### src/hdl/rfb_div.sv
`default_nettype none
module rfb_div #(
  parameter int NW = 59,
  parameter int DW = 16,
  parameter int QW = 32,
  parameter int SW = 9
) (
  input  logic          clk,
  input  logic          rst,
  input  logic          en,
  input  logic          in_valid,
  input  logic [NW-1:0] num,
  input  logic [DW-1:0] den,
  input  logic [SW-1:0] side_in,
  output logic          out_valid,
  output logic [QW-1:0] quo,
  output logic [SW-1:0] side_out
);

  // one quotient bit per stage, msb first
  logic [NW-1:0] rem [QW+1];
  logic [QW-1:0] q   [QW+1];
  logic [SW-1:0] sd  [QW+1];
  logic          vl  [QW+1];

  assign rem[0] = num;
  assign q[0]   = '0;
  assign sd[0]  = side_in;
  assign vl[0]  = in_valid;

  for (genvar j = 0; j < QW; j++) begin : g_stage
    localparam int B = QW - 1 - j;
    logic [NW-1:0] dsh;
    assign dsh = NW'(den) << B;

    always_ff @(posedge clk) begin
      if (rst) begin
        vl[j+1] <= 1'b0;
      end else if (en) begin
        vl[j+1] <= vl[j];
      end
    end

    always_ff @(posedge clk) begin
      if (en) begin
        sd[j+1] <= sd[j];
        if (rem[j] >= dsh) begin
          rem[j+1] <= rem[j] - dsh;
          q[j+1]   <= q[j] | (QW'(1) << B);
        end else begin
          rem[j+1] <= rem[j];
          q[j+1]   <= q[j];
        end
      end
    end
  end

  assign out_valid = vl[QW];
  assign quo       = q[QW];
  assign side_out  = sd[QW];

endmodule
`default_nettype wire

### config.mk
export PLATFORM = sky130hd
export DESIGN_NAME = rfb_div
export DESIGN_NICKNAME = d
export VERILOG_FILES = /design/src/hdl/rfb_div.sv
export SDC_FILE = /design/constraint.sdc
export NUM_CORES = 2
export LEC_CHECK = 0
export BUFFER_PORTS_ARGS = -buffer_cell sky130_fd_sc_hd__buf_4
export CAP_MARGIN = 25
export CORE_MARGIN = 8
export CORE_UTILIZATION = 57
export DETAILED_ROUTE_END_ITERATION = 8
export GPL_TIMING_DRIVEN = 1
export PLACE_DENSITY = 0.74
export SYNTH_ARGS = -nofsm -noshare
export SYNTH_HDL_FRONTEND = slang
export SYNTH_SLANG_ARGS = --single-unit
export TNS_END_PERCENT = 10
### constraint.sdc
create_clock -name clk -period 4.9 [get_ports clk]
set_input_delay 0.245 -clock clk [delete_from_list [all_inputs] [get_ports clk]]
set_output_delay 0.245 -clock clk [all_outputs]
set_load 0.05 [all_outputs]
==> flow_summary.ini <==
[global_route]
grt_max_degree = 172
grt_pass1_vias = 82201
gr-total-overflow = 0
grt_usage_pct = 25.0
grt_pass1_wl_mm = 477
antenna_found_initial = 10

[timing]
setup_violations = 0
finalCritPeriodShare_pct = 85.5
fin_tns_setup_ps = 0
slew_headroom_pct = 26.1
fmax_mhz = 239
layout_min_cycle_time_ps = 4190
hold_viol_final = 0
slew_viol_final = 0
skew_ps = 59.7
setup_ws_ps = 712
rsz0062_at_grt = no
timing.hold.ws_ps = 89.8
worstMarginPinSlew_ps = 1080

[critical_path]
cp_num_buf_inv = 4
slowest_delay_ps = 610
worst-path-max-fanout = 13
path_delay_family = simple AND/OR/NAND/NOR gates
endpoint_kind = flip-flop
crit_type = input port to flip-flop
slowest_stage = nor4_1
cp.required_ps = 5530
start_kind = input port
crit_arrival_ps = 4820
path_cells = dlygate4sd3_1 -> buf_4 -> inv_2 -> buf_12 -> ha_1 -> nor4bb_1 -> nand4_1 -> nor4_1 -> a211oi_1 -> or4_1 -> or4_1 -> or2_1 -> nor4_1 -> xor2_1

[layout]
layout_commonest_cell = edfxtp_1
final_core_util_pct = 64.4
layout_common_cells = edfxtp_1, nor2_1, xor2_1
layout-drive-gt1-share_pct = 8.82
area_growth_syn_to_layout_pct = 12.2
final_nets = 11144

[power_and_ir_drop]
swShare_pct = 30.6
p_int_uw = 51100
power_uw = 73500
ir_drop_uv = 361
pwr-share-clk_pct = 29.9
seq_power_share_pct = 44.5
comb_power_share_pct = 25.6
powerDensity_nw_per_um2 = 508
power.switching_uw = 22500
power_leakage_uw = 0.0514

[synth]
yosysSeqAreaShare_pct = 62.1
synth_top_family_by_area = simple AND/OR/NAND/NOR gates
syn_inst = 10063
synth_top_area_share_pct = 61.6
synth-xor-area-share_pct = 7.90
synthSimpleGateAreaFrac_pct = 13.7
synth_seq_cells = 2677
synth_area_leaders = edfxtp_1, ha_1, xor2_1
syn_area_per_cell_um2 = 12.8
synth-compound-area-share_pct = 8.26
async_reset_ff_share_pct = 0
synth_ff_type = edfxtp_1
synth.distinct_cells = 97
synthAdderAreaFrac_pct = 5.45
yosys_warnings = 0
syn_area_um2 = 129000
synthMuxAreaShare_pct = 1.24
synth.net_count = 10694
synth_edf_count = 2645
yosysTopAreaCell = edfxtp_1

[floorplanning]
design.die.area_um2 = 242000
rows = 174
core_area_um2 = 225000
ios = 130
die_x_um = 492
initial_core_util_pct = 57.3
dieHeight_um = 492

[run]
drv_cap = 0

[cts]
clock_path_buffers = 4
clk_latency_ps = 930
cts_htree_levels = 5
cts-resized-gates = 0
cts_buffers = 295
clock-sinks = 2677
cts_tree = done
path_clk_slew_ps = 70
cts-root-buf = clkbuf_16

[routing]
drtPass1Iterations = 6
wl_per_cell_um = 22.6
wl_mm = 310
post_drt_via_cell_ratio = 6.08
via_count = 83498
drt-initial-drc-count = 7342
drc_errors = 0
ant_nets = 0

[placed_design]
post-place-ws_ps = 134
place.gp.congestion = 0.924
io_buffer_count = 129
place_hpwl_mm = 224

[hold_path]
hold_path_class = input port to flip-flop

[run_status]
run_status = completed
## cells by family after synthesis
logic type,count (synthesis)
flops,2677
compound gates,1726
xor+xnor,1163
fa+ha+maj,543
mux,147
buf+inv,417
simple gates,3390
## worst register-to-register path: cells and delay by family, from the launching register on
family / cells / cell delay, ps
compound gates: 1 / 220
xor+xnor: 1 / 110
fa+ha+maj: 1 / 450
flops: 1 / 430
simple gates: 7 / 2700
## what timing repair did
action,in CTS,in global routing
hold buffers,94,0
setup endpoints to repair,0,0
buffers inserted,0,0
hold endpoints to repair,167,0
## sequential cells by signal (all words and copies together) (netlist names)
name	cells
rem	1829
out_valid	1
vl	31
quo	32
q	496
side_out	9
sd	279
## Yosys cell counts, types with 36 or more instances
| cell | instances |
|---|---|
| edfxtp_1 | 2645 |
| nor2_1 | 805 |
| xor2_1 | 651 |
| nand2_1 | 647 |
| a21oi_1 | 578 |
| ha_1 | 512 |
| xnor2_1 | 512 |
| o21ai_0 | 389 |
| nor3_1 | 376 |
| nor4_1 | 335 |
| a21o_1 | 204 |
| nand3_1 | 200 |
| inv_1 | 179 |
| clkbuf_1 | 166 |
| or3_1 | 153 |
| or4_1 | 139 |
| nand4_1 | 138 |
| nand2b_1 | 126 |
| mux2_2 | 97 |
| o21a_1 | 96 |
| nor2b_1 | 87 |
| o31ai_1 | 56 |
| a211oi_1 | 53 |
| or2_2 | 53 |
| and3_1 | 47 |
| o21bai_1 | 44 |
| buf_4 | 41 |
| mux2i_1 | 41 |
| a31oi_1 | 39 |
| and2_1 | 39 |
| nand4b_1 | 38 |
| nand3b_1 | 36 |
| o21ai_1 | 36 |
## per-layer routing
layer	global-route usage [%]	vias to the layer above	part of all wire, %
li1	-	39270	-
met1	30.9	40944	40
met2	44.3	2538	51
met3	3.28	746	4.9
met4	10.4	0	4.7
met5	0	-	0
## stage by stage
step	cells	cell area, um^2
2_1_floorplan	10063	129000
3_3_place_gp	13113	134000
3_5_place_dp	13113	134000
4_1_cts	13715	145000
5_1_grt	13724	145000
6_report	13726	145000
## power by group through the flow
stage | registers, uW | logic [uW] | clock network [uW]
after floorplan | 31800 | 14000 | 0
after global placement | 33100 | 18100 | 0
after detailed placement | 33100 | 18500 | 0
after CTS | 32700 | 18700 | 22400
after global routing | 33000 | 20800 | 23200
final | 32700 | 18800 | 22000
## area by class of cell
class	instances	area [um^2]
fill	16530	80200
inverter	188	706
clock buffer	345	7690
clock inverter	163	1800
multi-input combinational	6969	47300
sequential	2677	80100
antenna	10	25.0
tap	2992	3740
timing repair buffer	382	3440
## worst paths after layout
| path | start | end | slack (ps) | depth (start not counted) |
|---|---|---|---|---|
| max | den[1] | rem[580] | 710 | 14 |
| min | num[28] | rem[1857] | 90 | 2 |
| max reg2reg | rem[614] | rem[580] | 730 | 10 |
| min reg2reg | q[500] | q[468] | 370 | 0 |
Note: power is estimated with default switching activity, not from simulation.
