<file path="src/hdl/rfb_pkg.sv">
`default_nettype none
package rfb_pkg;

  localparam int DEF_MAX_SIZE_LOG2    = 12;
  localparam int DEF_WEIGHT_FRAC_BITS = 16;

  localparam int COORD_W  = 13;
  localparam int GRAY_W   = 8;
  localparam int SIZE_W   = 4;
  localparam int EDGE_W   = 8;
  localparam int E2_W     = 2 * EDGE_W;
  localparam int IN_TDATA_W  = 40;
  localparam int OUT_TDATA_W = 8;
  localparam int CFG_INDEX_W = 8;
  localparam int CFG_DATA_W  = 8;

  localparam logic [CFG_INDEX_W-1:0] CFG_SIZE_LOG2       = 8'd0;
  localparam logic [CFG_INDEX_W-1:0] CFG_EDGE_SMOOTHNESS = 8'd1;
  localparam logic [CFG_INDEX_W-1:0] CFG_SQUARE_FALLOFF  = 8'd2;
  localparam logic [CFG_INDEX_W-1:0] CFG_INVERT_OUTPUT   = 8'd3;

  localparam logic [SIZE_W-1:0] RST_SIZE_LOG2       = 4'd9;
  localparam logic [EDGE_W-1:0] RST_EDGE_SMOOTHNESS = 8'd1;

  localparam logic [GRAY_W-1:0] GRAY_MAX = 8'd255;

endpackage
`default_nettype wire

</file>
<file path="src/hdl/rfb_dist.sv">
`default_nettype none
module rfb_dist #(
  parameter int MAX_SIZE_LOG2    = 12,
  parameter int WEIGHT_FRAC_BITS = 16,
  parameter int CW               = 13,
  parameter int NW               = 59
) (
  input  logic                         clk,
  input  logic                         rst,
  input  logic                         en,
  input  logic                         in_valid,
  input  logic [rfb_pkg::COORD_W-1:0]  pix_col,
  input  logic [rfb_pkg::COORD_W-1:0]  pix_row,
  input  logic [rfb_pkg::GRAY_W-1:0]   gray_level,
  input  logic [rfb_pkg::SIZE_W-1:0]   size_log2,
  input  logic [rfb_pkg::EDGE_W-1:0]   edge_smoothness,
  output logic                         out_valid,
  output logic                         sat,
  output logic [NW-1:0]                num,
  output logic [rfb_pkg::GRAY_W-1:0]   gray
);
  import rfb_pkg::*;

  localparam int D2W = 2 * CW + 1;
  localparam int LW  = E2_W + 2 * MAX_SIZE_LOG2;
  localparam int CMW = LW + D2W;
  localparam int SF  = 2 * WEIGHT_FRAC_BITS;
  localparam int SHW = 8;

  logic [4:0]    kc;
  logic [5:0]    sk;
  logic [CW-1:0] half, colx, rowx;

  logic              v1, v2;
  logic [CW-1:0]     dx, dy;
  logic [GRAY_W-1:0] g1, g2;
  logic [2*CW-1:0]   dx2, dy2;
  logic [E2_W-1:0]   e2;

  logic [D2W-1:0] dist2;
  logic [LW-1:0]  lim;
  logic [NW-1:0]  num_next;

  always_comb begin
    if (size_log2 == '0) begin
      kc = 5'd1;
    end else if (5'(size_log2) > 5'(MAX_SIZE_LOG2)) begin
      kc = 5'(MAX_SIZE_LOG2);
    end else begin
      kc = 5'(size_log2);
    end
    sk   = {kc, 1'b0} - 6'd1;
    half = CW'(1) << (kc - 5'd1);
    colx = CW'(pix_col);
    rowx = CW'(pix_row);
  end

  always_comb begin
    dist2 = D2W'(dx2) + D2W'(dy2);
    lim   = LW'(e2) << sk;
    if (SHW'(SF) >= SHW'(sk)) begin
      num_next = NW'(dist2) << (SHW'(SF) - SHW'(sk));
    end else begin
      num_next = NW'(dist2) >> (SHW'(sk) - SHW'(SF));
    end
  end

  always_ff @(posedge clk) begin
    if (rst) begin
      v1 <= 1'b0;
      v2 <= 1'b0;
      out_valid <= 1'b0;
    end else if (en) begin
      v1 <= in_valid;
      v2 <= v1;
      out_valid <= v2;
    end
  end

  always_ff @(posedge clk) begin
    if (en) begin
      dx   <= (colx >= half) ? colx - half : half - colx;
      dy   <= (rowx >= half) ? rowx - half : half - rowx;
      g1   <= gray_level;
      dx2  <= dx * dx;
      dy2  <= dy * dy;
      e2   <= edge_smoothness * edge_smoothness;
      g2   <= g1;
      sat  <= (e2 == '0) || (CMW'(dist2) >= CMW'(lim));
      num  <= num_next;
      gray <= g2;
    end
  end

endmodule
`default_nettype wire

</file>
<file path="config.mk">
export PLATFORM = sky130hd
export DESIGN_NAME = rfb_dist
export DESIGN_NICKNAME = d
export VERILOG_FILES = /design/src/hdl/rfb_pkg.sv /design/src/hdl/rfb_dist.sv
export SDC_FILE = /design/constraint.sdc
export NUM_CORES = 1
export LEC_CHECK = 0
export BUFFER_PORTS_ARGS = -buffer_cell sky130_fd_sc_hd__clkbuf_2
export CAP_MARGIN = 25
export CORE_MARGIN = 2
export CORE_UTILIZATION = 62
export CTS_CLUSTER_SIZE = 10
export DETAILED_ROUTE_END_ITERATION = 6
export PLACE_DENSITY = 0.91
export SLEW_MARGIN = 20
export SYNTH_ARGS = -nofsm -noshare
export SYNTH_HDL_FRONTEND = slang
export SYNTH_SLANG_ARGS = --single-unit
</file>
<file path="constraint.sdc">
create_clock -name clk -period 10.2 [get_ports clk]
set_input_delay 1.02 -clock clk [delete_from_list [all_inputs] [get_ports clk]]
set_output_delay 1.02 -clock clk [all_outputs]
set_load 0.01 [all_outputs]
</file>
==> impl_metrics.xml <==
<?xml version="1.0" encoding="UTF-8"?>
<metrics>
  <group name="status">
    <metric name="result_of_the_run" unit="">completed</metric>
  </group>
  <group name="clock_tree">
    <metric name="clock_insertion_delay_worst_skew" unit="ns">0.47</metric>
    <metric name="cts_repair_resize_count" unit="">0</metric>
    <metric name="post_cts_hold_buffer_count" unit="">0</metric>
    <metric name="cts-buffers-inserted" unit="">17</metric>
    <metric name="cts_h_tree_lvls" unit="">4</metric>
    <metric name="cts_tree" unit="">done</metric>
    <metric name="clock_sink_count" unit="">177</metric>
    <metric name="cts_setup_buffers" unit="">0</metric>
    <metric name="root_buffer_cell" unit="">clkbuf_16</metric>
    <metric name="max-clock-path-buffers" unit="">2</metric>
    <metric name="cts_clock_pin_slew_for_the_worst_setup_and_hold_paths" unit="ns">0.07</metric>
  </group>
  <group name="synth">
    <metric name="synth_seq_area_share" unit="%">23.0</metric>
    <metric name="synth.area.top_cells" unit="">edfxtp_1, fa_1, ha_1, inv_1, nand2_1</metric>
    <metric name="synth.ff_latch_count" unit="">177</metric>
    <metric name="muxShareOfSynthArea" unit="%">3.45</metric>
    <metric name="async_flop_share" unit="%">0</metric>
    <metric name="netlist_instances" unit="">2477</metric>
    <metric name="postSynth.topFlopCell" unit="">edfxtp_1</metric>
    <metric name="number_of_enable_type_register_cells_in_the_synthesized_netlist" unit="">174</metric>
    <metric name="mappedNetlistArea" unit="mm²">0.0230</metric>
    <metric name="synth.net_count" unit="">3024</metric>
    <metric name="ys_types" unit="">89</metric>
    <metric name="synth_top_area_share" unit="%">22.7</metric>
    <metric name="compound_cell_area_share_of_the_yosys_netlist" unit="%">12.9</metric>
    <metric name="synth_top_family_by_area" unit="">adder cells</metric>
    <metric name="mean_instance_size_in_the_synthesized_netlist" unit="µm²">9.28</metric>
    <metric name="synth_xor_area_share" unit="%">4.38</metric>
    <metric name="synthSimpleGateAreaFrac" unit="%">12.6</metric>
    <metric name="synth_area_leader_cell" unit="">edfxtp_1</metric>
    <metric name="synth_adder_area_share" unit="%">34.3</metric>
    <metric name="ys.warnings.count" unit="">0</metric>
  </group>
  <group name="critical_path">
    <metric name="cp_max_fo" unit="">45</metric>
    <metric name="cp_data_required_time" unit="ns">10.40</metric>
    <metric name="crit_path_cells" unit="">clkbuf_2 &gt; nor3_1 &gt; a21o_2 &gt; inv_1 &gt; ha_1 &gt; nand2_1 &gt; buf_4 &gt; nand2_1 &gt; nor2_1 &gt; buf_4 &gt; nand2_1 &gt; inv_1 &gt; ha_1 &gt; a211oi_1 &gt; o21bai_1 &gt; a211oi_1 &gt; o22ai_1 &gt; o221ai_1 &gt; buf_4 &gt; mux2_2 &gt; a211oi_1 &gt; o21ai_0 &gt; xor2_1</metric>
    <metric name="critPathCaptureType" unit="">flop</metric>
    <metric name="slowest_stage_delay_on_critical_path" unit="ns">0.79</metric>
    <metric name="startpoint_type_of_the_worst_setup_path" unit="">input port</metric>
    <metric name="critPathKind" unit="">input port to flop</metric>
    <metric name="critical_path.slowest_cell" unit="">a21o_2</metric>
    <metric name="critPathArrivalTime" unit="ns">7.33</metric>
  </group>
  <group name="global_route">
    <metric name="first_pass_grt_wire_length" unit="mm">93.5</metric>
    <metric name="grt_usage" unit="%">30.5</metric>
    <metric name="antenna_found_initial" unit="">0</metric>
    <metric name="global_route.overflow_total" unit="">0</metric>
    <metric name="grt_start_max_net_pins" unit="">97</metric>
    <metric name="via_count_of_the_first_global_routing_pass" unit="">18700</metric>
  </group>
  <group name="layout">
    <metric name="multi_input_comb_area" unit="mm²">0.0156</metric>
    <metric name="area_growth_syn_to_layout" unit="%">6.71</metric>
    <metric name="most-common-layout-cells" unit="">inv_1, ha_1, nand2_1, fa_1, edfxtp_1</metric>
    <metric name="post_route_cells_drive_above_1_share" unit="%">8.67</metric>
    <metric name="numnets_final" unit="">3083</metric>
    <metric name="layout.cells.most_common" unit="">inv_1</metric>
    <metric name="area.sequential" unit="mm²">0.00529</metric>
    <metric name="utilization" unit="%">67.1</metric>
    <metric name="layout.filler_cells" unit="">2646</metric>
    <metric name="final_cell_count_without_fillers" unit="">3018</metric>
  </group>
  <group name="sta">
    <metric name="sum_of_negative_setup_slack" unit="ns">0</metric>
    <metric name="final.setup_skew" unit="ns">0.0136</metric>
    <metric name="fmaxAchievable" unit="MHz">140</metric>
    <metric name="grt_setup_unrepaired" unit="">false</metric>
    <metric name="setup_viol" unit="">0</metric>
    <metric name="timing.slew.headroom" unit="%">31.7</metric>
    <metric name="finalWorstPathRequiredPeriod" unit="ns">7.13</metric>
    <metric name="hold_viol_final" unit="">0</metric>
    <metric name="post-route-period-util" unit="%">69.9</metric>
    <metric name="finalMaxSlewViolations" unit="">0</metric>
    <metric name="tightestPinTransition" unit="ns">1.02</metric>
    <metric name="worst_hold_slack" unit="ns">0.422</metric>
  </group>
  <group name="drt">
    <metric name="wirelength" unit="mm">57.1</metric>
    <metric name="detailroute.via_count" unit="">18100</metric>
    <metric name="vias_per_cell" unit="">5.99</metric>
    <metric name="final_antenna_net_count" unit="">0</metric>
    <metric name="drt_iter0_markers" unit="">1712</metric>
    <metric name="drt_drc_violations_left" unit="">0</metric>
    <metric name="wire_per_inst" unit="µm">18.9</metric>
    <metric name="drtPass1Iterations" unit="">6</metric>
  </group>
  <group name="placement">
    <metric name="place.detailed.hpwl" unit="mm">45.5</metric>
    <metric name="placed_cells" unit="">2985</metric>
    <metric name="gp_congestion" unit="">0.935</metric>
    <metric name="placement.io_buffers" unit="">117</metric>
  </group>
  <group name="floorplan">
    <metric name="core_area" unit="mm²">0.0365</metric>
    <metric name="fp.dieArea" unit="mm²">0.0386</metric>
    <metric name="floorplan.rows" unit="">70</metric>
    <metric name="starting_density" unit="%">62.9</metric>
    <metric name="fp.dieW" unit="µm">197</metric>
    <metric name="io_pins" unit="">119</metric>
    <metric name="die-height" unit="µm">197</metric>
  </group>
  <group name="flow_run">
    <metric name="max_cap_viol_count" unit="">0</metric>
  </group>
  <group name="hold_path">
    <metric name="hold_path_class" unit="">flop to flop</metric>
  </group>
</metrics>
-- layer usage --
metal | part of all wire [%] | GRT usage (%) | up-vias
met2 | 48 | 51.2 | 836
met5 | 0 | 0 | -
li1 | - | - | 8341
met3 | 7.6 | 5.44 | 200
met1 | 40 | 38.2 | 8710
met4 | 4.5 | 14.9 | 0
-- cell families after synthesis --
kind of cell | count (synthesis)
mux | 76
compound gates | 447
other cells | 1
flops | 177
xor+xnor | 115
simple gates | 600
buf+inv | 564
fa+ha+maj | 497
-- final timing paths --
kind	startpoint	end	slack, ns	depth (start not counted)
max	size_log2[2]	dx[8]	3.07	23
max reg2reg	dy[5]	dy2[22]	3.81	22
min	g1[2]	g2[2]	0.42	0
min reg2reg	g1[2]	g2[2]	0.42	0
-- critical path: cells and delay by family --
kind	cells	cell delay [ns]
simple gates	5	1.05
xor+xnor	1	0.17
mux	1	0.36
compound gates	8	2.69
fa+ha+maj	2	0.65
buf+inv	6	1.38
-- Yosys cell counts, drive strengths merged (26+ instances only) --
cell type and n:
a21o 60, a21oi 123, and2 88, clkbuf 68, edfxtp 174, fa 222
ha 275, inv 471, mux2i 60, nand2 236, nand3 26, nor2 116
nor2b 27, nor3 31, o21ai 82, xnor2 76, xor2 39
-- sequential cells by signal, summed over array words and instances, names as in the netlist --
name and flops:
dx 13, dx2 25, dy 13, dy2 25, e2 15, g1 8, g2 8, gray 8
num 58, out_valid 1, sat 1, v1 1, v2 1
-- through the flow --
step / worst slack [ns] / instance area, µm²
floorplan: 4.14 / 23000
global placement: 2.95 / 23900
detailed placement: 2.76 / 23900
CTS: 3.23 / 24500
global route: 2.59 / 24500
finish: 3.07 / 24500
-- area by class of cell --
cell class | count | share of cell area [%]
clock inverters | 15 | 0.663
multi-input cells | 1736 | 63.5
well taps | 468 | 2.39
flip-flops and latches | 177 | 21.6
diodes | 1 | 0.0102
repair buffers | 132 | 2.89
clock buffers | 17 | 1.73
inverters | 472 | 7.23
Power is not shown: default switching activity piles up to over one toggle a cycle in this logic, so the estimate is an artifact.
