==> src/hdl/rfb_pkg.sv <==
`default_nettype none
package rfb_pkg;

  localparam int DEF_MAX_SIZE_LOG2    = 12;
  localparam int DEF_WEIGHT_FRAC_BITS = 16;

  localparam int COORD_W  = 13;
  localparam int GRAY_W   = 8;
  localparam int SIZE_W   = 4;
  localparam int EDGE_W   = 8;
  localparam int E2_W     = 2 * EDGE_W;
  localparam int IN_TDATA_W  = 40;
  localparam int OUT_TDATA_W = 8;
  localparam int CFG_INDEX_W = 8;
  localparam int CFG_DATA_W  = 8;

  localparam logic [CFG_INDEX_W-1:0] CFG_SIZE_LOG2       = 8'd0;
  localparam logic [CFG_INDEX_W-1:0] CFG_EDGE_SMOOTHNESS = 8'd1;
  localparam logic [CFG_INDEX_W-1:0] CFG_SQUARE_FALLOFF  = 8'd2;
  localparam logic [CFG_INDEX_W-1:0] CFG_INVERT_OUTPUT   = 8'd3;

  localparam logic [SIZE_W-1:0] RST_SIZE_LOG2       = 4'd9;
  localparam logic [EDGE_W-1:0] RST_EDGE_SMOOTHNESS = 8'd1;

  localparam logic [GRAY_W-1:0] GRAY_MAX = 8'd255;

endpackage
`default_nettype wire

==> src/hdl/rfb_blend.sv <==
`default_nettype none
module rfb_blend #(
  parameter int WEIGHT_FRAC_BITS = 16
) (
  input  logic                        clk,
  input  logic                        rst,
  input  logic                        en,
  input  logic                        in_valid,
  input  logic [WEIGHT_FRAC_BITS-1:0] root,
  input  logic                        sat,
  input  logic [rfb_pkg::GRAY_W-1:0]  gray,
  input  logic                        square_falloff,
  input  logic                        invert_output,
  output logic                        out_valid,
  output logic [rfb_pkg::GRAY_W-1:0]  brush_value
);
  import rfb_pkg::*;

  localparam int F  = WEIGHT_FRAC_BITS;
  localparam int WW = F + 1;
  localparam int PW = GRAY_W + WW;
  localparam logic [WW-1:0] ONE = WW'(1) << F;

  logic              v1, v2, v3;
  logic [WW-1:0]     w1, w2;
  logic [GRAY_W-1:0] g1, g2;
  logic [PW-1:0]     prod;
  logic [2*WW-1:0]   wsq;
  logic [GRAY_W-1:0] fade;

  assign wsq  = w1 * w1;
  assign fade = GRAY_W'(prod >> F);

  always_ff @(posedge clk) begin
    if (rst) begin
      v1 <= 1'b0;
      v2 <= 1'b0;
      v3 <= 1'b0;
      out_valid <= 1'b0;
    end else if (en) begin
      v1 <= in_valid;
      v2 <= v1;
      v3 <= v2;
      out_valid <= v3;
    end
  end

  always_ff @(posedge clk) begin
    if (en) begin
      w1   <= sat ? ONE : WW'(root);
      g1   <= gray;
      w2   <= square_falloff ? WW'(wsq >> F) : w1;
      g2   <= g1;
      prod <= g2 * (ONE - w2);
      brush_value <= invert_output ? GRAY_MAX - fade : fade;
    end
  end

  a_w1_range: assert property (@(posedge clk) disable iff (rst) v1 |-> w1 <= ONE)
    else $error("linear weight above one");
  a_w2_range: assert property (@(posedge clk) disable iff (rst) v2 |-> w2 <= ONE)
    else $error("shaped weight above one");
  a_fade_range: assert property (@(posedge clk) disable iff (rst)
    v3 |-> (prod >> F) <= PW'(GRAY_MAX))
    else $error("faded value out of range");

endmodule
`default_nettype wire

==> config.mk <==
export PLATFORM = sky130hd
export DESIGN_NAME = rfb_blend
export DESIGN_NICKNAME = d
export VERILOG_FILES = /design/src/hdl/rfb_pkg.sv /design/src/hdl/rfb_blend.sv
export SDC_FILE = /design/constraint.sdc
export NUM_CORES = 1
export LEC_CHECK = 0
export BUFFER_PORTS_ARGS = -buffer_cell sky130_fd_sc_hd__buf_2
export CAP_MARGIN = 20
export CORE_MARGIN = 2
export CORE_UTILIZATION = 50
export CTS_CLUSTER_DIAMETER = 50
export DETAILED_ROUTE_END_ITERATION = 16
export GPL_ROUTABILITY_DRIVEN = 0
export GPL_TIMING_DRIVEN = 0
export PLACE_DENSITY = 0.66
export RECOVER_POWER = 50
export SYNTH_ARGS = -nofsm -noshare
export SYNTH_HDL_FRONTEND = slang
export SYNTH_SLANG_ARGS = --single-unit
==> constraint.sdc <==
create_clock -name clk -period 6.9 [get_ports clk]
set_input_delay 1.38 -clock clk [delete_from_list [all_inputs] [get_ports clk]]
set_output_delay 1.38 -clock clk [all_outputs]
set_load 0.02 [all_outputs]
==> results of run 1 <==
-- sequential cells by signal (all words and copies together), names as in the netlist --
signal and flops:
g2 8, v1 1, w2 17, brush_value 8, v2 1, prod 8, out_valid 1, g1 8
v3 1, w1 17
-- worst reg2reg max path, stage by stage (launching register included) --
cell      delay (ns)
edfxtp_1        0.52
buf_4           0.26
nand2_1         0.13
inv_1           0.07
fa_1            0.53
inv_1           0.06
fa_1            0.51
fa_1            0.51
inv_1           0.05
fa_1            0.49
fa_1            0.49
inv_1           0.05
fa_1            0.53
inv_1           0.05
ha_1            0.23
or3_1           0.45
a211oi_4        0.30
o311ai_2        0.23
a221o_1         0.40
a31oi_1         0.21
xor2_1          0.16
mux2i_1         0.10
-- through the flow --
| stage | setup TNS, ns | hold WS (ns) | setup slack, ns | instance area (um^2) | utilization [%] |
|---|---|---|---|---|---|
| after floorplan | 0 | 0.400 | 0.742 | 14700 | - |
| after global placement | -0.799 | 0.403 | -0.240 | 15400 | 53.3 |
| after detailed placement | -1.00 | 0.407 | -0.286 | 15400 | 53.4 |
| after CTS | 0 | 0.422 | 0.00579 | 15700 | 54.5 |
| after global routing | -0.0223 | 0.424 | -0.0223 | 15800 | 55.0 |
| final | 0 | 0.420 | 0.296 | 15800 | 55.0 |
-- per-layer routing --
metal,vias to the layer above,global-route usage [%],share of wire [%]
met2,258,38.5,48
met5,-,0,0
li1,4575,-,-
met1,4919,30.7,44
met4,0,6.39,2.2
met3,49,3.72,5.4
-- cells by family after synthesis --
group / after synthesis / share of synthesized area, %
AND/OR/NAND/NOR: 369 / 12.7
XOR/XNOR: 67 / 4.05
buffers and inverters: 441 / 11.3
multiplexers: 16 / 1.17
flip-flops: 70 / 14.0
adder cells (fa/ha/maj): 443 / 52.7
AO/OA/AOI/OAI: 84 / 4.04
-- final cells by class --
class	instances	share of cell area, %
multi-input combinational	979	69.6
clock inverter	7	0.545
timing repair buffer	49	1.72
inverter	405	9.62
tap	384	3.03
buffer	36	1.07
sequential	70	13.0
clock buffer	9	1.42
-- final timing paths --
path | startpoint | endpoint | slack [ns]
worst min-delay path | g1[4]$_DFFE_PP_ | g2[4]$_DFFE_PP_ | 0.42
worst max register to register | w1[9]$_SDFFCE_PP0P_ | w2[14]$_DFFE_PP_ | 0.30
worst min register to register | g1[4]$_DFFE_PP_ | g2[4]$_DFFE_PP_ | 0.42
worst max-delay path | w1[9]$_SDFFCE_PP0P_ | w2[14]$_DFFE_PP_ | 0.30
-- Yosys cell counts, types with 5 or more instances --
master | number | area [um^2]
edfxtp_1 | 66 | 1980
and2_1 | 122 | 763
mux2_2 | 9 | 101
nor3_1 | 6 | 30.0
nor2b_1 | 23 | 144
fa_1 | 293 | 5870
ha_1 | 150 | 1880
o21ai_0 | 8 | 40.0
a31oi_1 | 5 | 31.3
a21oi_1 | 18 | 90.1
o21a_1 | 8 | 60.1
xnor2_1 | 38 | 333
mux2i_1 | 7 | 70.1
a21o_1 | 15 | 113
xor2_1 | 28 | 245
nor2_1 | 30 | 113
and3_1 | 5 | 31.3
nand2_1 | 157 | 589
nand3_1 | 7 | 35.0
clkbuf_1 | 34 | 128
inv_1 | 405 | 1520
-- repair_timing --
action | in CTS | in global routing
resized for setup | 7 | 36
endpoints found under the setup margin | 7 | 12
setup buffers | 2 | 10
gates cloned | 0 | 0
pin swaps | 0 | 1
==> flow_metrics.env, run 1 <==
export IMPL_drt_pass1_iter_count=5
export IMPL_slew_violations=68
export IMPL_fillers=2540
export IMPL_worstPathArrival_ns=6.69
export IMPL_first_global_vias=10800
export IMPL_slew_headroom_pct=-155
export IMPL_path_class="reg -> reg"
export IMPL_status="complete, but fails checks"
export IMPL_start_kind="flop"
export IMPL_layout_commonest_cell="inv_1"
export IMPL_syn_nets=1964
export IMPL_core_mm2=0.0288
export IMPL_max_stage_delay_ns=0.53
export IMPL_critPathCaptureType="flop"
export IMPL_overflow=0
export IMPL_wl_per_cell_um=16.7
export IMPL_async_flop_share_pct=0
export IMPL_crit_required_ns=6.99
export IMPL_ant_nets=0
export IMPL_min_path_type="reg -> reg"
export IMPL_synth_edf_count=66
export IMPL_finalCriticalPeriod_ns=6.60
export IMPL_hold_buffers=0
export IMPL_path_cells="buf_4, nand2_1, inv_1, fa_1, inv_1, fa_1, fa_1, inv_1, fa_1, fa_1, inv_1, fa_1, inv_1, ha_1, or3_1, a211oi_4, o311ai_2, a221o_1, a31oi_1, xor2_1, mux2i_1"
export IMPL_min_path_cells=0
export IMPL_path_delay_family="adder cells"
export IMPL_clock_fmax_mhz=151
export IMPL_stdcell_count=1939
export IMPL_drv_cap=1
export IMPL_clockRootBuffer="clkbuf_16"
export IMPL_grt_start_max_net_pins=68
export IMPL_die_height_um=175
export IMPL_crit_slowest_cell="fa_1"
export IMPL_ys_seq_area_share_pct=14.0
export IMPL_reg2reg_depth=21
export IMPL_die_w_um=175
export IMPL_io_buffers=37
export IMPL_dp_hpwl_um=26200
export IMPL_drtIter0Drc=605
export IMPL_cts_path_max_buffers=2
export IMPL_max_slew_worst_pin_slew_ns=3.83
export IMPL_violations="capacitance limit, slew limit"
export IMPL_grt_pass1_wl_um=54600
export IMPL_hold_viol=0
export IMPL_postSynthAreaPerCell_um2=9.86
export IMPL_skew_ns=0.0193
export IMPL_place_inst=1911
export IMPL_clkLatencyLatePin_ns=0.38
export IMPL_register_area_mm2=0.00206
export IMPL_htreeDepth=3
export IMPL_drive_gt1_share_pct=6.95
export IMPL_yosysWarnings=0
export IMPL_grt_use_total_pct=22.9
export IMPL_numClockSinks=70
export IMPL_fin_crit_sh_pct=95.7
export IMPL_critical_path_most_common_cell="fa_1"
export IMPL_netlist_area_mm2=0.0147
export IMPL_diodes=0
export IMPL_cp_num_buf_inv=6
export IMPL_drcViolationCount=0
export IMPL_io_pins=40
export IMPL_area_growth_pct=7.83
export IMPL_setup_violations_final=0
export IMPL_cts_buffers=9
export IMPL_rsz0062_at_grt="yes"
export IMPL_clk_pin_slew_ns=0.07
export IMPL_start_util_pct=51.0
export IMPL_synth_seq_cells=70
export IMPL_viasPerCell=5.05
export IMPL_synth_cell_types=55
export IMPL_ys_flop_type="edfxtp_1"
export IMPL_rows=62
export IMPL_syn_inst=1490
export IMPL_drt_wl_total_um=32300
export IMPL_cp_depth=21
export IMPL_antenna_found_initial=0
export IMPL_cts_tree="yes"
export IMPL_die_area_mm2=0.0308
export IMPL_nets=2024
export IMPL_multi_input_area_mm2=0.0110
export IMPL_final_cell_mix="inv_1, fa_1, nand2_1"
export IMPL_vias=9801
export IMPL_path_max_fanout=10
Power of run 1 is left out: the tool's default activity adds up to more than one toggle a clock period on the data nets, which glitch-free logic cannot reach.
==> run 2: changes to the inputs <==
--- a/config.mk
+++ b/config.mk
@@ -9,6 +9,7 @@
 export CAP_MARGIN = 20
 export CORE_MARGIN = 2
 export CORE_UTILIZATION = 50
+export CTS_BUF_LIST = sky130_fd_sc_hd__clkbuf_8
 export CTS_CLUSTER_DIAMETER = 50
 export DETAILED_ROUTE_END_ITERATION = 16
 export GPL_ROUTABILITY_DRIVEN = 0
==> constraint.sdc (replaced) <==
create_clock -name clk -period 6.1 [get_ports clk]
set_input_delay 1.22 -clock clk [delete_from_list [all_inputs] [get_ports clk]]
set_output_delay 1.22 -clock clk [all_outputs]
set_load 0.02 [all_outputs]
==> run 2 against run 1 <==
  * The flow finishes with violations (capacitance limit, slew limit, setup timing)
  * Flip-flop and latch count is the same
  * Hold slack gained 0.0069 ns
  * Fmax grew 6.0%
  * First-iteration DRC count fell by 13%
  * Core utilization grew 4.5 points
  * Critical path type unchanged
  * Critical endpoint is now w2[16]$_DFFE_PP_
  * Highest routed layer unchanged
==> flow_metrics.env, run 2 (synthesized netlist as in run 1, its figures left out) <==
export IMPL_stdcell_count=2012
export IMPL_finalInstanceArea_mm2=0.0171
export IMPL_first_global_vias=11200
export IMPL_status="complete, but fails checks"
export IMPL_top_regs="w1: 17 flops, w2: 17 flops"
export IMPL_layout_commonest_cell="inv_1"
export IMPL_slew_headroom_pct=-158
export IMPL_r2r_end="w2[16]$_DFFE_PP_"
export IMPL_clkLatencyLatePin_ns=0.42
export IMPL_vias=10200
export IMPL_finalCriticalPeriod_ns=6.23
export IMPL_nets=2097
export IMPL_ant_nets=0
export IMPL_critical_path_most_common_cell="fa_1"
export IMPL_htreeDepth=3
export IMPL_cts_buffers=9
export IMPL_drive_gt1_share_pct=17.6
export IMPL_crit_slowest_cell="fa_1"
export IMPL_fin_crit_sh_pct=102
export IMPL_die_height_um=175
export IMPL_violations="capacitance limit, slew limit, setup timing"
export IMPL_skew_ns=0.0224
export IMPL_min_path_type="reg -> reg"
export IMPL_max_slew_worst_pin_slew_ns=3.87
export IMPL_min_path_cells=0
export IMPL_grt_pass1_wl_um=56900
export IMPL_slew_violations=68
export IMPL_worstPathArrival_ns=6.39
export IMPL_rows=62
export IMPL_clockRootBuffer="clkbuf_8"
export IMPL_reg2reg_depth=22
export IMPL_drt_wl_total_um=34200
export IMPL_r2r_slack_ns=-0.13
export IMPL_grt_use_total_pct=23.9
export IMPL_wl_per_cell_um=17.0
export IMPL_drv_cap=1
export IMPL_drcViolationCount=0
export IMPL_io_pins=40
export IMPL_timing_final_ws_setup_ns=-0.131
export IMPL_rsz0062_at_grt="yes"
export IMPL_place_inst=1911
export IMPL_core_mm2=0.0288
export IMPL_cts_tree="yes"
export IMPL_overflow=0
export IMPL_diodes=0
export IMPL_cts_path_max_buffers=2
export IMPL_start_util_pct=51.0
export IMPL_clk_pin_slew_ns=0.09
export IMPL_start_kind="flop"
export IMPL_hp_start="g1[3]$_DFFE_PP_"
export IMPL_timing_rr_start="w1[3]$_SDFFCE_PP0P_"
export IMPL_grt_start_max_net_pins=68
export IMPL_drt_pass1_iter_count=6
export IMPL_drtIter0Drc=528
export IMPL_place_area_mm2=0.0154
export IMPL_die_area_mm2=0.0308
export IMPL_numClockSinks=70
export IMPL_min_to="g2[3]$_DFFE_PP_"
export IMPL_hold_ws_ns=0.427
export IMPL_hold_buffers=0
export IMPL_crit_required_ns=6.26
export IMPL_clock_fmax_mhz=160
export IMPL_final_cell_mix="inv_1, fa_1, nand2_1"
export IMPL_setup_violations_final=6
export IMPL_hold_viol=0
export IMPL_die_w_um=175
export IMPL_max_stage_delay_ns=0.54
export IMPL_antenna_found_initial=0
export IMPL_path_max_fanout=3
export IMPL_viasPerCell=5.07
export IMPL_critPathCaptureType="flop"
export IMPL_io_buffers=37
export IMPL_path_cells="buf_6, inv_8, nor2_4, fa_1, inv_2, fa_1, fa_1, inv_2, fa_1, fa_1, inv_1, fa_1, inv_2, ha_4, o21a_1, o22ai_1, or3_4, o31a_1, o2111ai_2, a31oi_1, xnor2_1, mux2_4"
export IMPL_area_growth_pct=16.6
export IMPL_dp_hpwl_um=25900
export IMPL_path_class="reg -> reg"
-- run 2: cell count changes in the layout (fill, tap and decap cells not counted), moves of 9 or more --
cell / before / now
buf_4: 13 / 71
inv_1: 403 / 384
nand2_1: 157 / 139
ha_1: 150 / 133
ha_4: 0 / 17
clkbuf_8: 0 / 16
inv_2: 1 / 17
buf_6: 1 / 14
nand2_2: 0 / 13
fa_1: 293 / 282
fa_2: 0 / 11
clkbuf_16: 9 / 0
-- run 2: worst max path at each step --
stage | to | slack [ns] | startpoint | depth (start not counted)
finish | w2[16]$_DFFE_PP_ | -0.13 | w1[3]$_SDFFCE_PP0P_ | 22
global route | w2[16]$_DFFE_PP_ | -0.28 | w1[4]$_SDFFCE_PP0P_ | 22
CTS | w2[16]$_DFFE_PP_ | -0.05 | w1[2]$_SDFFCE_PP0P_ | 20
detailed placement | w2[14]$_DFFE_PP_ | -0.92 | w1[7]$_SDFFCE_PP0P_ | 22
global placement | w2[14]$_DFFE_PP_ | -0.91 | w1[7]$_SDFFCE_PP0P_ | 22
floorplan | w2[14]$_DFFE_PP_ | 0.006 | w1[4]$_SDFFCE_PP0P_ | 22
-- run 2: cell type report --
type / instances / area [um^2]
Buffer: 36 / 263
Clock inverter: 7 / 82.6
Inverter: 405 / 1540
Clock buffer: 9 / 124
Multi-Input combinational cell: 979 / 11700
Fill cell: 2418 / 11700
Timing Repair Buffer: 122 / 882
Sequential cell: 70 / 2060
Tap cell: 384 / 480
-- run 2: per-layer routing --
metal  track usage (%)  up-vias  part of all wire (%)
met3              3.79       71                   5.4
li1                  -     4718                     -
met2              39.7      259                    48
met1              31.8     5161                    43
met5                 0        -                     0
met4              8.44        0                   3.1
-- run 2: through the flow --
step	TNS, ns	worst slack [ns]	utilization, %
floorplan	0	0.00588	-
global placement	-11.57	-0.913	53.4
detailed placement	-12.80	-0.920	53.4
CTS	-0.0885	-0.0498	58.4
global route	-1.93	-0.283	59.5
finish	-0.419	-0.131	59.5
-- run 2: worst max-delay path, delay by kind of cell, from the launching register on --
kind | cells | cell delay (ns)
AOI/OAI and AO/OA | 5 | 0.91
xor gates and xnor gates | 1 | 0.13
adders and majority gates | 7 | 3.31
buffers and inverters | 6 | 0.45
DFF | 1 | 0.50
muxes | 1 | 0.25
and+or+nand+nor | 2 | 0.41
-- run 2: what timing repair did --
| action | 4_1_cts | 5_1_grt |
|---|---|---|
| hold endpoints to repair | 0 | 0 |
| setup buffers | 70 | 16 |
| pin swaps | 78 | 66 |
| endpoints found under the setup margin | 24 | 17 |
| gates cloned | 1 | 0 |
| resized for setup | 168 | 44 |
Power of run 2 is left out for the same reason.
