$ cat config.mk
export PLATFORM = sky130hd
export DESIGN_NAME = rfb_sqrt
export DESIGN_NICKNAME = d
export VERILOG_FILES = /design/src/hdl/rfb_sqrt.sv
export SDC_FILE = /design/constraint.sdc
export NUM_CORES = 1
export LEC_CHECK = 0
export ABC_AREA = 1
export ABC_CLOCK_PERIOD_IN_PS = 4800
export BUFFER_PORTS_ARGS = -buffer_cell sky130_fd_sc_hd__buf_2
export CORE_UTILIZATION = 42
export DETAILED_ROUTE_END_ITERATION = 6
export PLACE_DENSITY = 0.63
export SLEW_MARGIN = 20
export SYNTH_ARGS = -nofsm -noshare
export SYNTH_HDL_FRONTEND = slang
export SYNTH_SLANG_ARGS = --single-unit
$ cat constraint.sdc
create_clock -name clk -period 4.8 [get_ports clk]
set_input_delay 0.24 -clock clk [delete_from_list [all_inputs] [get_ports clk]]
set_output_delay 0.24 -clock clk [all_outputs]
set_load 0.02 [all_outputs]
$ cat src/hdl/rfb_sqrt.sv
`default_nettype none
module rfb_sqrt #(
  parameter int QW = 32,
  parameter int SW = 9
) (
  input  logic            clk,
  input  logic            rst,
  input  logic            en,
  input  logic            in_valid,
  input  logic [QW-1:0]   rad,
  input  logic [SW-1:0]   side_in,
  output logic            out_valid,
  output logic [QW/2-1:0] root,
  output logic [SW-1:0]   side_out
);

  localparam int RW = QW / 2;
  localparam int RM = QW + 2;

  // rem holds rad minus root squared; one root bit per stage
  logic [RM-1:0] rem [RW+1];
  logic [RW-1:0] rt  [RW+1];
  logic [SW-1:0] sd  [RW+1];
  logic          vl  [RW+1];

  assign rem[0] = RM'(rad);
  assign rt[0]  = '0;
  assign sd[0]  = side_in;
  assign vl[0]  = in_valid;

  for (genvar j = 0; j < RW; j++) begin : g_stage
    localparam int I = RW - 1 - j;
    logic [RM-1:0] tst;
    assign tst = (RM'(rt[j]) << (I + 1)) + (RM'(1) << (2 * I));

    always_ff @(posedge clk) begin
      if (rst) begin
        vl[j+1] <= 1'b0;
      end else if (en) begin
        vl[j+1] <= vl[j];
      end
    end

    always_ff @(posedge clk) begin
      if (en) begin
        sd[j+1] <= sd[j];
        if (rem[j] >= tst) begin
          rem[j+1] <= rem[j] - tst;
          rt[j+1]  <= rt[j] | (RW'(1) << I);
        end else begin
          rem[j+1] <= rem[j];
          rt[j+1]  <= rt[j];
        end
      end
    end
  end

  assign out_valid = vl[RW];
  assign root      = rt[RW];
  assign side_out  = sd[RW];

endmodule
`default_nettype wire

==> impl_metrics.py, run 1 <==
metrics = {
    "logic_synthesis": {
        "synth_edf_count": 789,
        "synth_warnings": 0,
        "yosysSeqAreaShare_pct": 59.32,
        "synth.distinct_cells": 56,
        "syn-num-nets": 4393,
        "async_flop_share_pct": 0,
        "avgSynthCellArea_um2": 9.642,
        "syn_inst": 4198,
        "ys.flop_type": "edfxtp_1",
        "synth_seq_cells": 805,
        "syn_area_um2": 40480,
    },
    "power_and_ir_drop": {
        "p_sw_uw": 5244,
        "sw_frac_of_total_pct": 27.91,
        "powerDensity_nw_per_um2": 412.2,
        "pwr-share-comb_pct": 16.2,
        "pwr-share-clk_pct": 35.8,
        "vdd_drop_max_v": 0.0003290,
        "leakage_uw": 0.01935,
        "cell_internal_pwr_uw": 13540,
        "seq_power_share_pct": 48.0,
    },
    "placed_design": {
        "hpwlAfterDp_um": 68280,
        "gp_congestion": 0.9210,
        "numPortBuffers": 70,
    },
    "drt": {
        "drt_iter0_markers": 1863,
        "drt_wl_total_um": 90590,
        "via_per_inst": 4.893,
        "drt_first_pass_iters": 7,
        "vias": 27920,
        "drc": 0,
        "ant_nets": 0,
        "wl_per_cell_um": 15.88,
    },
    "status": {
        "status": "finished, final reports clean",
    },
    "clock_network": {
        "ctsHtreeMaxLevel": 3,
        "post-cts-setup-buffer-count": 0,
        "cts_buffers": 88,
        "cts_tree": "done",
        "insertion_delay_ps": 680,
        "cts_root_buf": "clkbuf_16",
        "cts_buffer_depth": 3,
        "cts_num_sinks": 805,
        "clkTransAtPathRegs_ps": 60,
    },
    "die": {
        "die_y_um": 312.5,
        "coreArea_um2": 95290,
        "die_area_um2": 97630,
        "io_pins": 71,
        "num_rows": 113,
        "start_util_pct": 42.48,
        "die_w_um": 312.5,
    },
    "setup_path": {
        "worstSetupPathType": "reg2reg",
        "cp.required_ps": 5120,
        "worstSetupEndpointType": "flop",
        "worstPathArrival_ps": 3280,
        "reg2regPathDepth": 11,
        "path_max_fanout": 32,
        "start_kind": "flop",
    },
    "global_route": {
        "grt_pass1_wl_um": 144400,
        "grt_max_degree": 120,
        "grt_usage_pct": 18.64,
        "antenna_found_initial": 0,
        "grt_pass1_vias": 27280,
        "gr-total-overflow": 0,
    },
    "timing": {
        "setup_violations": 0,
        "slew_headroom_pct": 40.50,
        "setup_tns_ps": 0,
        "worst_hold_slack_ps": 142.7,
        "fin_crit_sh_pct": 61.68,
        "finalMaxSlewViolations": 0,
        "worst_slew_pin_slew_ps": 883.1,
        "max_clock_freq_mhz": 337.7,
        "period_needed_ps": 2961,
        "finalClockSkew_ps": 62.69,
        "rsz0062_at_grt": "false",
        "hold_viol": 0,
    },
    "min_path": {
        "worstHoldPathCells": 1,
        "worst_hold_path_type": "in2reg",
    },
    "run": {
        "maxCapViolCount": 0,
    },
    "layout": {
        "fin_nets": 4564,
        "n_antenna_cell": 0,
        "drive_gt1_share_pct": 7.005,
        "layout-area-overhead-vs-synth_pct": 12.59,
        "fill_cells": 8794,
    },
}
==> synth_stat cells (30+ instances only) <==
cell type | number | area share [%]
nor3_1 | 54 | 0.67
xor2_1 | 81 | 1.8
nand3b_1 | 30 | 0.56
nand4_1 | 71 | 1.1
nand2_1 | 1208 | 11
nand3_1 | 215 | 2.7
o21ai_0 | 98 | 1.2
edfxtp_1 | 789 | 59
ha_1 | 150 | 4.6
inv_1 | 642 | 6.0
nor2_1 | 398 | 3.7
xnor2_1 | 42 | 0.91
a21oi_1 | 166 | 2.1
==> state kept, by name, summed over array words and instances (netlist names) <==
signal,count
out_valid,1
root,16
sd,135
vl,15
rt,120
side_out,9
rem,509
==> layer usage <==
layer  wire (um)  vias up  global-route usage (%)
li1            -    14220                       -
met1       39870    13080                   23.66
met2       45140      492                   32.92
met3        3591      126                   2.541
met4        1988        0                   5.660
met5           0        -                       0
==> power by group through the flow <==
stage	clock, uW	sequential (uW)	combinational, uW
global placement	0	9160	2990
detailed placement	0	9170	3000
floorplan	0	8960	2210
CTS	6910	9030	3050
global route	7160	9090	3500
finish	6720	9020	3040
==> final timing paths <==
| kind | start | to | slack [ps] |
|---|---|---|---|
| worst max-delay path | rem[143]$_DFFE_PP_ | rem[117]$_DFFE_PP_ | 1840 |
| worst min-delay path | en | rem[369]$_DFFE_PP_ | 140 |
| worst max register to register | rem[143]$_DFFE_PP_ | rem[117]$_DFFE_PP_ | 1840 |
| worst min register to register | sd[58]$_DFFE_PP_ | sd[49]$_DFFE_PP_ | 400 |
==> critical path: stages (launching register included) <==
cell      delay, ps
edfxtp_1        440
inv_1           140
ha_1            200
inv_1           110
nand3_1          90
nand3_1         210
nand2_1         140
nand3_1         160
nand2_1         150
inv_1            80
nor2_4          630
o21ai_0         260
==> cell usage in the layout (no fill, tap or decap), types with 10 or more instances in the layout <==
cell / instances
a21oi_1: 166
a21oi_2: 22
buf_2: 69
bufinv_16: 10
clkbuf_1: 21
clkbuf_16: 88
clkinv_1: 17
clkinv_2: 12
dfxtp_1: 16
dlygate4sd3_1: 44
edfxtp_1: 789
ha_1: 150
inv_1: 642
inv_2: 14
nand2_1: 1208
nand2_2: 22
nand3_1: 215
nand3b_1: 30
nand4_1: 71
nor2_1: 397
nor3_1: 54
nor4_1: 25
o21ai_0: 98
o21ai_1: 20
o21bai_1: 10
or2_2: 11
xnor2_1: 42
xor2_1: 81
==> logic make-up (layout without fill, tap and decap cells) <==
family,after synthesis,after routing,synth area share [%]
adder cells (fa/ha/maj),150,150,4.636
AO/OA/AOI/OAI,338,338,4.655
AND/OR/NAND/NOR,2083,2083,21.81
flip-flops,805,805,59.32
XOR/XNOR,123,123,2.661
buffers and inverters,699,941,6.911
==> layout make-up <==
class                   count  area [um^2]  area share [%]
flip-flops and latches    805        24010           52.69
multi-input cells        2694        13670           30.00
inverters                 657         2469           5.416
clock buffers             109         2281           5.005
well taps                1265         1583           3.473
repair buffers            123        943.4           2.070
clock inverters            52        616.8           1.353
==> timing repair <==
action,in CTS,in global routing
gates resized for setup,0,0
hold buffers,44,0
endpoints found under the setup margin,0,0
hold endpoints to repair,57,0
==> through the flow <==
step | utilization, % | std cells | setup WS, ps | power (uW) | instance area [um^2]
2_1_floorplan | - | 4198 | 2757 | 11160 | 40480
3_3_place_gp | 44.32 | 5500 | 1908 | 12150 | 42240
3_5_place_dp | 44.32 | 5500 | 1901 | 12180 | 42240
4_1_cts | 47.83 | 5705 | 1849 | 18990 | 45580
5_1_grt | 47.83 | 5705 | 1577 | 19740 | 45580
6_report | 47.83 | 5705 | 1839 | 18790 | 45580
No activity file was read; power rests on OpenSTA's default activity.
==> inputs of run 2 (changes only) <==
Settings changed: ABC_AREA 1 to 0, ABC_CLOCK_PERIOD_IN_PS 4800 to 3000.
Clock period 4.8 ns to 3 ns, I/O delays scaled along.
==> impl_metrics.py, run 2 <==
metrics = {
    "status": {
        "status": "finished, final reports clean",
    },
    "setup_path": {
        "worstPathArrival_ps": 3270,
        "worst_path_max_delay_cell": "or4_1",
        "crit_chain": "ha_1, or4_1, o21ai_0, a21oi_1, o31ai_1, buf_4, or3_1, nand4b_1, xnor2_1",
        "critPathBufInv": 1,
        "reg2regPathDepth": 9,
        "cp.required_ps": 3370,
        "rr_startpoint": "rem[147]$_DFFE_PP_",
        "rrSetupSlack_ps": 100,
        "start_kind": "flop",
        "crit_family": "simple AND/OR/NAND/NOR gates",
        "path_max_fanout": 5,
        "r2r-end": "rem[127]$_DFFE_PP_",
        "crit_path_max_incr_delay_ps": 560,
        "worstSetupEndpointType": "flop",
        "worstSetupPathType": "reg2reg",
    },
    "die": {
        "num_rows": 106,
        "start_util_pct": 42.57,
        "die_w_um": 293.5,
        "die_y_um": 293.5,
        "coreArea_um2": 83820,
        "io_pins": 71,
        "die_area_um2": 86130,
    },
    "power_and_ir_drop": {
        "powerDensity_nw_per_um2": 673.1,
        "vdd_drop_max_v": 0.0004960,
        "power_uw": 27850,
        "leakage_uw": 0.01536,
    },
    "min_path": {
        "worst_hold_path_type": "in2reg",
        "worstHoldPathCells": 1,
        "hp-start": "en",
        "whs_endpoint": "rem[333]$_DFFE_PP_",
    },
    "timing": {
        "finalMaxSlewViolations": 0,
        "max_clock_freq_mhz": 345.2,
        "finalClockSkew_ps": 23.30,
        "worst_hold_slack_ps": 37.37,
        "rsz0062_at_grt": "false",
        "fin_crit_sh_pct": 96.57,
        "period_needed_ps": 2897,
        "hold_viol": 0,
        "setup_violations": 0,
        "slew_headroom_pct": 57.21,
        "worst_slew_pin_slew_ps": 635.2,
    },
    "layout": {
        "final_cell_mix": "edfxtp_1 (789), inv_1 (191), nor2_1 (163)",
        "drive_gt1_share_pct": 12.25,
        "finalNonFillerCells": 4024,
        "largest_reg_flops": 509,
        "layout-area-overhead-vs-synth_pct": 15.94,
        "n_antenna_cell": 0,
        "reg.largest.list": "rem x509, sd x135, rt x120",
        "postLayoutCoreUtil_pct": 49.36,
        "regMostFlops": "rem",
        "fin_nets": 3022,
        "final_common_cell": "edfxtp_1",
    },
    "placed_design": {
        "dp.cells": 3830,
        "gp_congestion": 0.9237,
        "hpwlAfterDp_um": 46990,
        "numPortBuffers": 70,
    },
    "drt": {
        "ant_nets": 0,
        "drt_iter0_markers": 1358,
        "vias": 20820,
        "drt_wl_total_um": 65460,
        "drt_first_pass_iters": 5,
        "via_per_inst": 5.173,
        "wl_per_cell_um": 16.27,
        "drc": 0,
    },
    "logic_synthesis": {
        "avgSynthCellArea_um2": 13.89,
        "ys.flop_type": "edfxtp_1",
        "synth_top_cell_by_area": "edfxtp_1",
        "syn-num-nets": 2764,
        "synth_most_common_cell": "edfxtp_1",
        "async_flop_share_pct": 0,
        "synth_warnings": 0,
        "ys_top_cells_by_count": "edfxtp_1 (789), inv_1 (191), nor2_1 (164)",
        "synth.distinct_cells": 88,
        "syn_area_um2": 35680,
        "synthDominantCellAreaShare_pct": 66.40,
        "synth_seq_cells": 805,
        "synth.area.top_cells": "edfxtp_1 (66%), ha_1 (5.3%), xnor2_1 (2.8%)",
        "syn_inst": 2569,
        "yosysSeqAreaShare_pct": 67.30,
        "synth_edf_count": 789,
    },
    "clock_network": {
        "cts_root_buf": "clkbuf_16",
        "cts_tree": "done",
        "clkTransAtPathRegs_ps": 60,
        "cts_buffers": 84,
        "cts_buffer_depth": 3,
        "cts_num_sinks": 805,
        "ctsHtreeMaxLevel": 3,
        "insertion_delay_ps": 630,
    },
    "global_route": {
        "antenna_found_initial": 0,
        "grt_max_degree": 117,
        "grt_usage_pct": 15.31,
        "grt_pass1_vias": 21730,
        "grt_pass1_wl_um": 106900,
        "gr-total-overflow": 0,
    },
    "run": {
        "maxCapViolCount": 0,
    },
}
run 2: changes by cell type in the layout (fill, tap and decap cells not counted), moves of 34 or more:
cell,previous run,this run
a21oi_1,166,108
o21a_1,2,39
nor4_1,25,64
buf_4,3,95
inv_1,642,191
nand2_1,1208,115
or3_1,1,42
nand4_1,71,37
nor2_1,397,163
nand3_1,215,39
xnor2_1,42,115
run 2: worst max path at each step:
stage	startpoint	end	slack [ps]	cells after the start
floorplan	rem[180]$_DFFE_PP_	rem[148]$_DFFE_PP_	300	9
global placement	rem[124]$_DFFE_PP_	rem[75]$_DFFE_PP_	-200	7
detailed placement	rem[124]$_DFFE_PP_	rem[76]$_DFFE_PP_	-210	7
CTS	rem[108]$_DFFE_PP_	rem[90]$_DFFE_PP_	20	9
global route	rem[438]$_DFFE_PP_	rem[403]$_DFFE_PP_	1	8
finish	rem[147]$_DFFE_PP_	rem[127]$_DFFE_PP_	100	9
run 2: layout make-up:
cell class              count  area, um^2
fillers                  7049       42450
flip-flops and latches    805       24010
multi-input cells        1522       10810
clock buffers             108        2213
repair buffers            220        1734
well taps                1134        1419
inverters                 194       730.7
clock inverters            41       450.4
run 2: cell families after synthesis:
family | count (synthesis) | share of synthesized area, %
xor gates and xnor gates | 204 | 5.028
and+or+nand+nor | 704 | 10.66
buffers and inverters | 242 | 2.816
muxes | 53 | 1.623
DFF | 805 | 67.30
adders and majority gates | 150 | 5.260
AOI/OAI and AO/OA | 411 | 7.318
run 2: what timing repair did:
action	4_1_cts	5_1_grt
buffers inserted	0	1
gates cloned	0	0
setup endpoints to repair	28	60
hold buffers	44	0
pin swaps	0	5
hold endpoints to repair	58	0
resized for setup	4	21
run 2: routing by layer:
| layer | part of all wire [%] | track usage [%] | up-vias |
|---|---|---|---|
| met4 | 3.0 | 5.843 | 0 |
| li1 | - | - | 10190 |
| met2 | 55 | 30.38 | 385 |
| met1 | 39 | 15.67 | 10110 |
| met3 | 3.0 | 2.655 | 135 |
| met5 | 0 | 0 | - |
run 2: through the flow:
step,setup WS [ps],setup TNS (ps),instance area (um^2)
floorplan,298.2,0,35680
global placement,-200.9,-1844,38130
detailed placement,-212.2,-2580,38130
CTS,15.92,0,41250
global route,1.080,0,41370
finish,102.9,0,41370
run 2: report_power, final:
part / switching, uW / internal (uW)
clock: 4160 / 5840
combinational: 1980 / 1560
sequential: 643 / 13700
==> inputs of run 3 (changes only) <==
Settings changed: CORE_ASPECT_RATIO set to 1.1.
==> impl_metrics.py, run 3 (synthesized netlist as in run 2, its figures left out) <==
metrics = {
    "timing": {
        "hold_viol": 0,
        "period_needed_ps": 2939,
        "max_clock_freq_mhz": 340.2,
        "setup_violations": 0,
        "setup_tns_ps": 0,
        "finalMaxSlewViolations": 0,
        "rsz0062_at_grt": "true",
        "slew_headroom_pct": 56.58,
        "finalClockSkew_ps": 58.90,
        "worst_slew_pin_slew_ps": 647.8,
        "fin_crit_sh_pct": 97.97,
    },
    "die": {
        "die_w_um": 279.9,
        "io_pins": 71,
        "num_rows": 111,
        "coreArea_um2": 83750,
        "die_area_um2": 86130,
        "start_util_pct": 42.61,
        "die_y_um": 307.7,
    },
    "clock_network": {
        "cts_num_sinks": 805,
        "cts_tree": "done",
        "insertion_delay_ps": 660,
        "clkTransAtPathRegs_ps": 60,
        "cts_root_buf": "clkbuf_16",
        "ctsHtreeMaxLevel": 3,
        "cts_buffer_depth": 3,
        "cts_buffers": 85,
    },
    "layout": {
        "regMostFlops": "rem",
        "final_cell_mix": "edfxtp_1 (789), inv_1 (191), nor2_1 (163)",
        "fin_nets": 3047,
        "finalNonFillerCells": 4049,
        "largest_reg_flops": 509,
        "fill_cells": 6984,
        "reg.largest.list": "rem x509, sd x135, rt x120",
        "drive_gt1_share_pct": 13.39,
        "final_common_cell": "edfxtp_1",
        "postLayoutCoreUtil_pct": 49.81,
        "layout-area-overhead-vs-synth_pct": 16.90,
        "n_antenna_cell": 0,
        "postLayoutCellArea_um2": 41710,
    },
    "setup_path": {
        "cp_common_cell": "buf_4",
        "crit_path_max_incr_delay_ps": 420,
        "crit_chain": "inv_1, ha_4, nor2b_4, o31a_1, o31ai_2, buf_4, a311oi_1, a2111oi_4, buf_4, nand2_1, xnor2_1",
        "critPathBufInv": 3,
        "start_kind": "flop",
        "worstPathArrival_ps": 3280,
        "cp.required_ps": 3350,
        "worst_path_max_delay_cell": "edfxtp_1",
        "worstSetupEndpointType": "flop",
        "worstSetupPathType": "reg2reg",
        "crit_family": "compound AO/OA/AOI/OAI gates",
        "path_max_fanout": 4,
    },
    "run": {
        "maxCapViolCount": 0,
    },
    "drt": {
        "drt_wl_total_um": 66880,
        "ant_nets": 0,
        "drt_iter0_markers": 906,
        "via_per_inst": 5.140,
        "drt_first_pass_iters": 5,
        "drc": 0,
        "wl_per_cell_um": 16.52,
        "vias": 20810,
    },
    "global_route": {
        "grt_max_degree": 91,
        "grt_pass1_vias": 22010,
        "antenna_found_initial": 0,
        "grt_pass1_wl_um": 107300,
        "gr-total-overflow": 0,
        "grt_usage_pct": 15.67,
    },
    "placed_design": {
        "numPortBuffers": 70,
        "place_area_um2": 38340,
        "gp_congestion": 0.9299,
        "hpwlAfterDp_um": 48230,
        "dp.cells": 3850,
    },
    "power_and_ir_drop": {
        "vdd_drop_max_v": 0.0005137,
        "power_uw": 28060,
        "leakage_uw": 0.01553,
        "powerDensity_nw_per_um2": 672.6,
    },
    "status": {
        "status": "finished, final reports clean",
    },
    "min_path": {
        "worst_hold_path_type": "in2reg",
    },
}
[run 3: through the flow]
| stage | setup slack [ps] | hold slack (ps) |
|---|---|---|
| 2_1_floorplan | 298.2 | 248.9 |
| 3_3_place_gp | -267.4 | 327.9 |
| 3_5_place_dp | -330.9 | 328.1 |
| 4_1_cts | 12.95 | 153.0 |
| 5_1_grt | -31.76 | 175.4 |
| 6_report | 60.93 | 202.7 |
[run 3: what timing repair did]
item,4_1_cts,5_1_grt
gates resized for setup,12,24
pin swaps,1,6
hold buffers,45,0
endpoints found under the setup margin,27,59
setup buffers,1,0
hold endpoints to repair,82,0
[run 3: path summary, 6_finish.rpt]
kind / start / to / slack [ps] / depth (start not counted)
max reg2reg: rt[85]$_SDFFCE_PP1P_ / rem[168]$_DFFE_PP_ / 60 / 11
max: rt[85]$_SDFFCE_PP1P_ / rem[168]$_DFFE_PP_ / 60 / 11
min: side_in[5] / sd[140]$_DFFE_PP_ / 200 / 2
min reg2reg: sd[26]$_DFFE_PP_ / sd[17]$_DFFE_PP_ / 410 / 0
[run 3: cell type report]
| type | count | area, um^2 | share of cell area, % |
|---|---|---|---|
| well taps | 1130 | 1414 | 3.389 |
| clock buffers | 111 | 2225 | 5.333 |
| inverters | 194 | 730.7 | 1.752 |
| repair buffers | 244 | 1954 | 4.685 |
| multi-input cells | 1522 | 10890 | 26.11 |
| clock inverters | 43 | 486.7 | 1.167 |
| flip-flops and latches | 805 | 24010 | 57.57 |
[run 3: report_power, final]
part	total, uW	internal [uW]	switching, uW
Sequential	14300	13700	634
Clock	10100	5870	4270
Combinational	3620	1620	2000
[run 3: per-layer routing]
layer | track usage, % | wire length (um)
met1 | 13.88 | 22620
met2 | 32.45 | 38980
met3 | 2.443 | 2072
met4 | 8.908 | 3211
met5 | 0 | 0
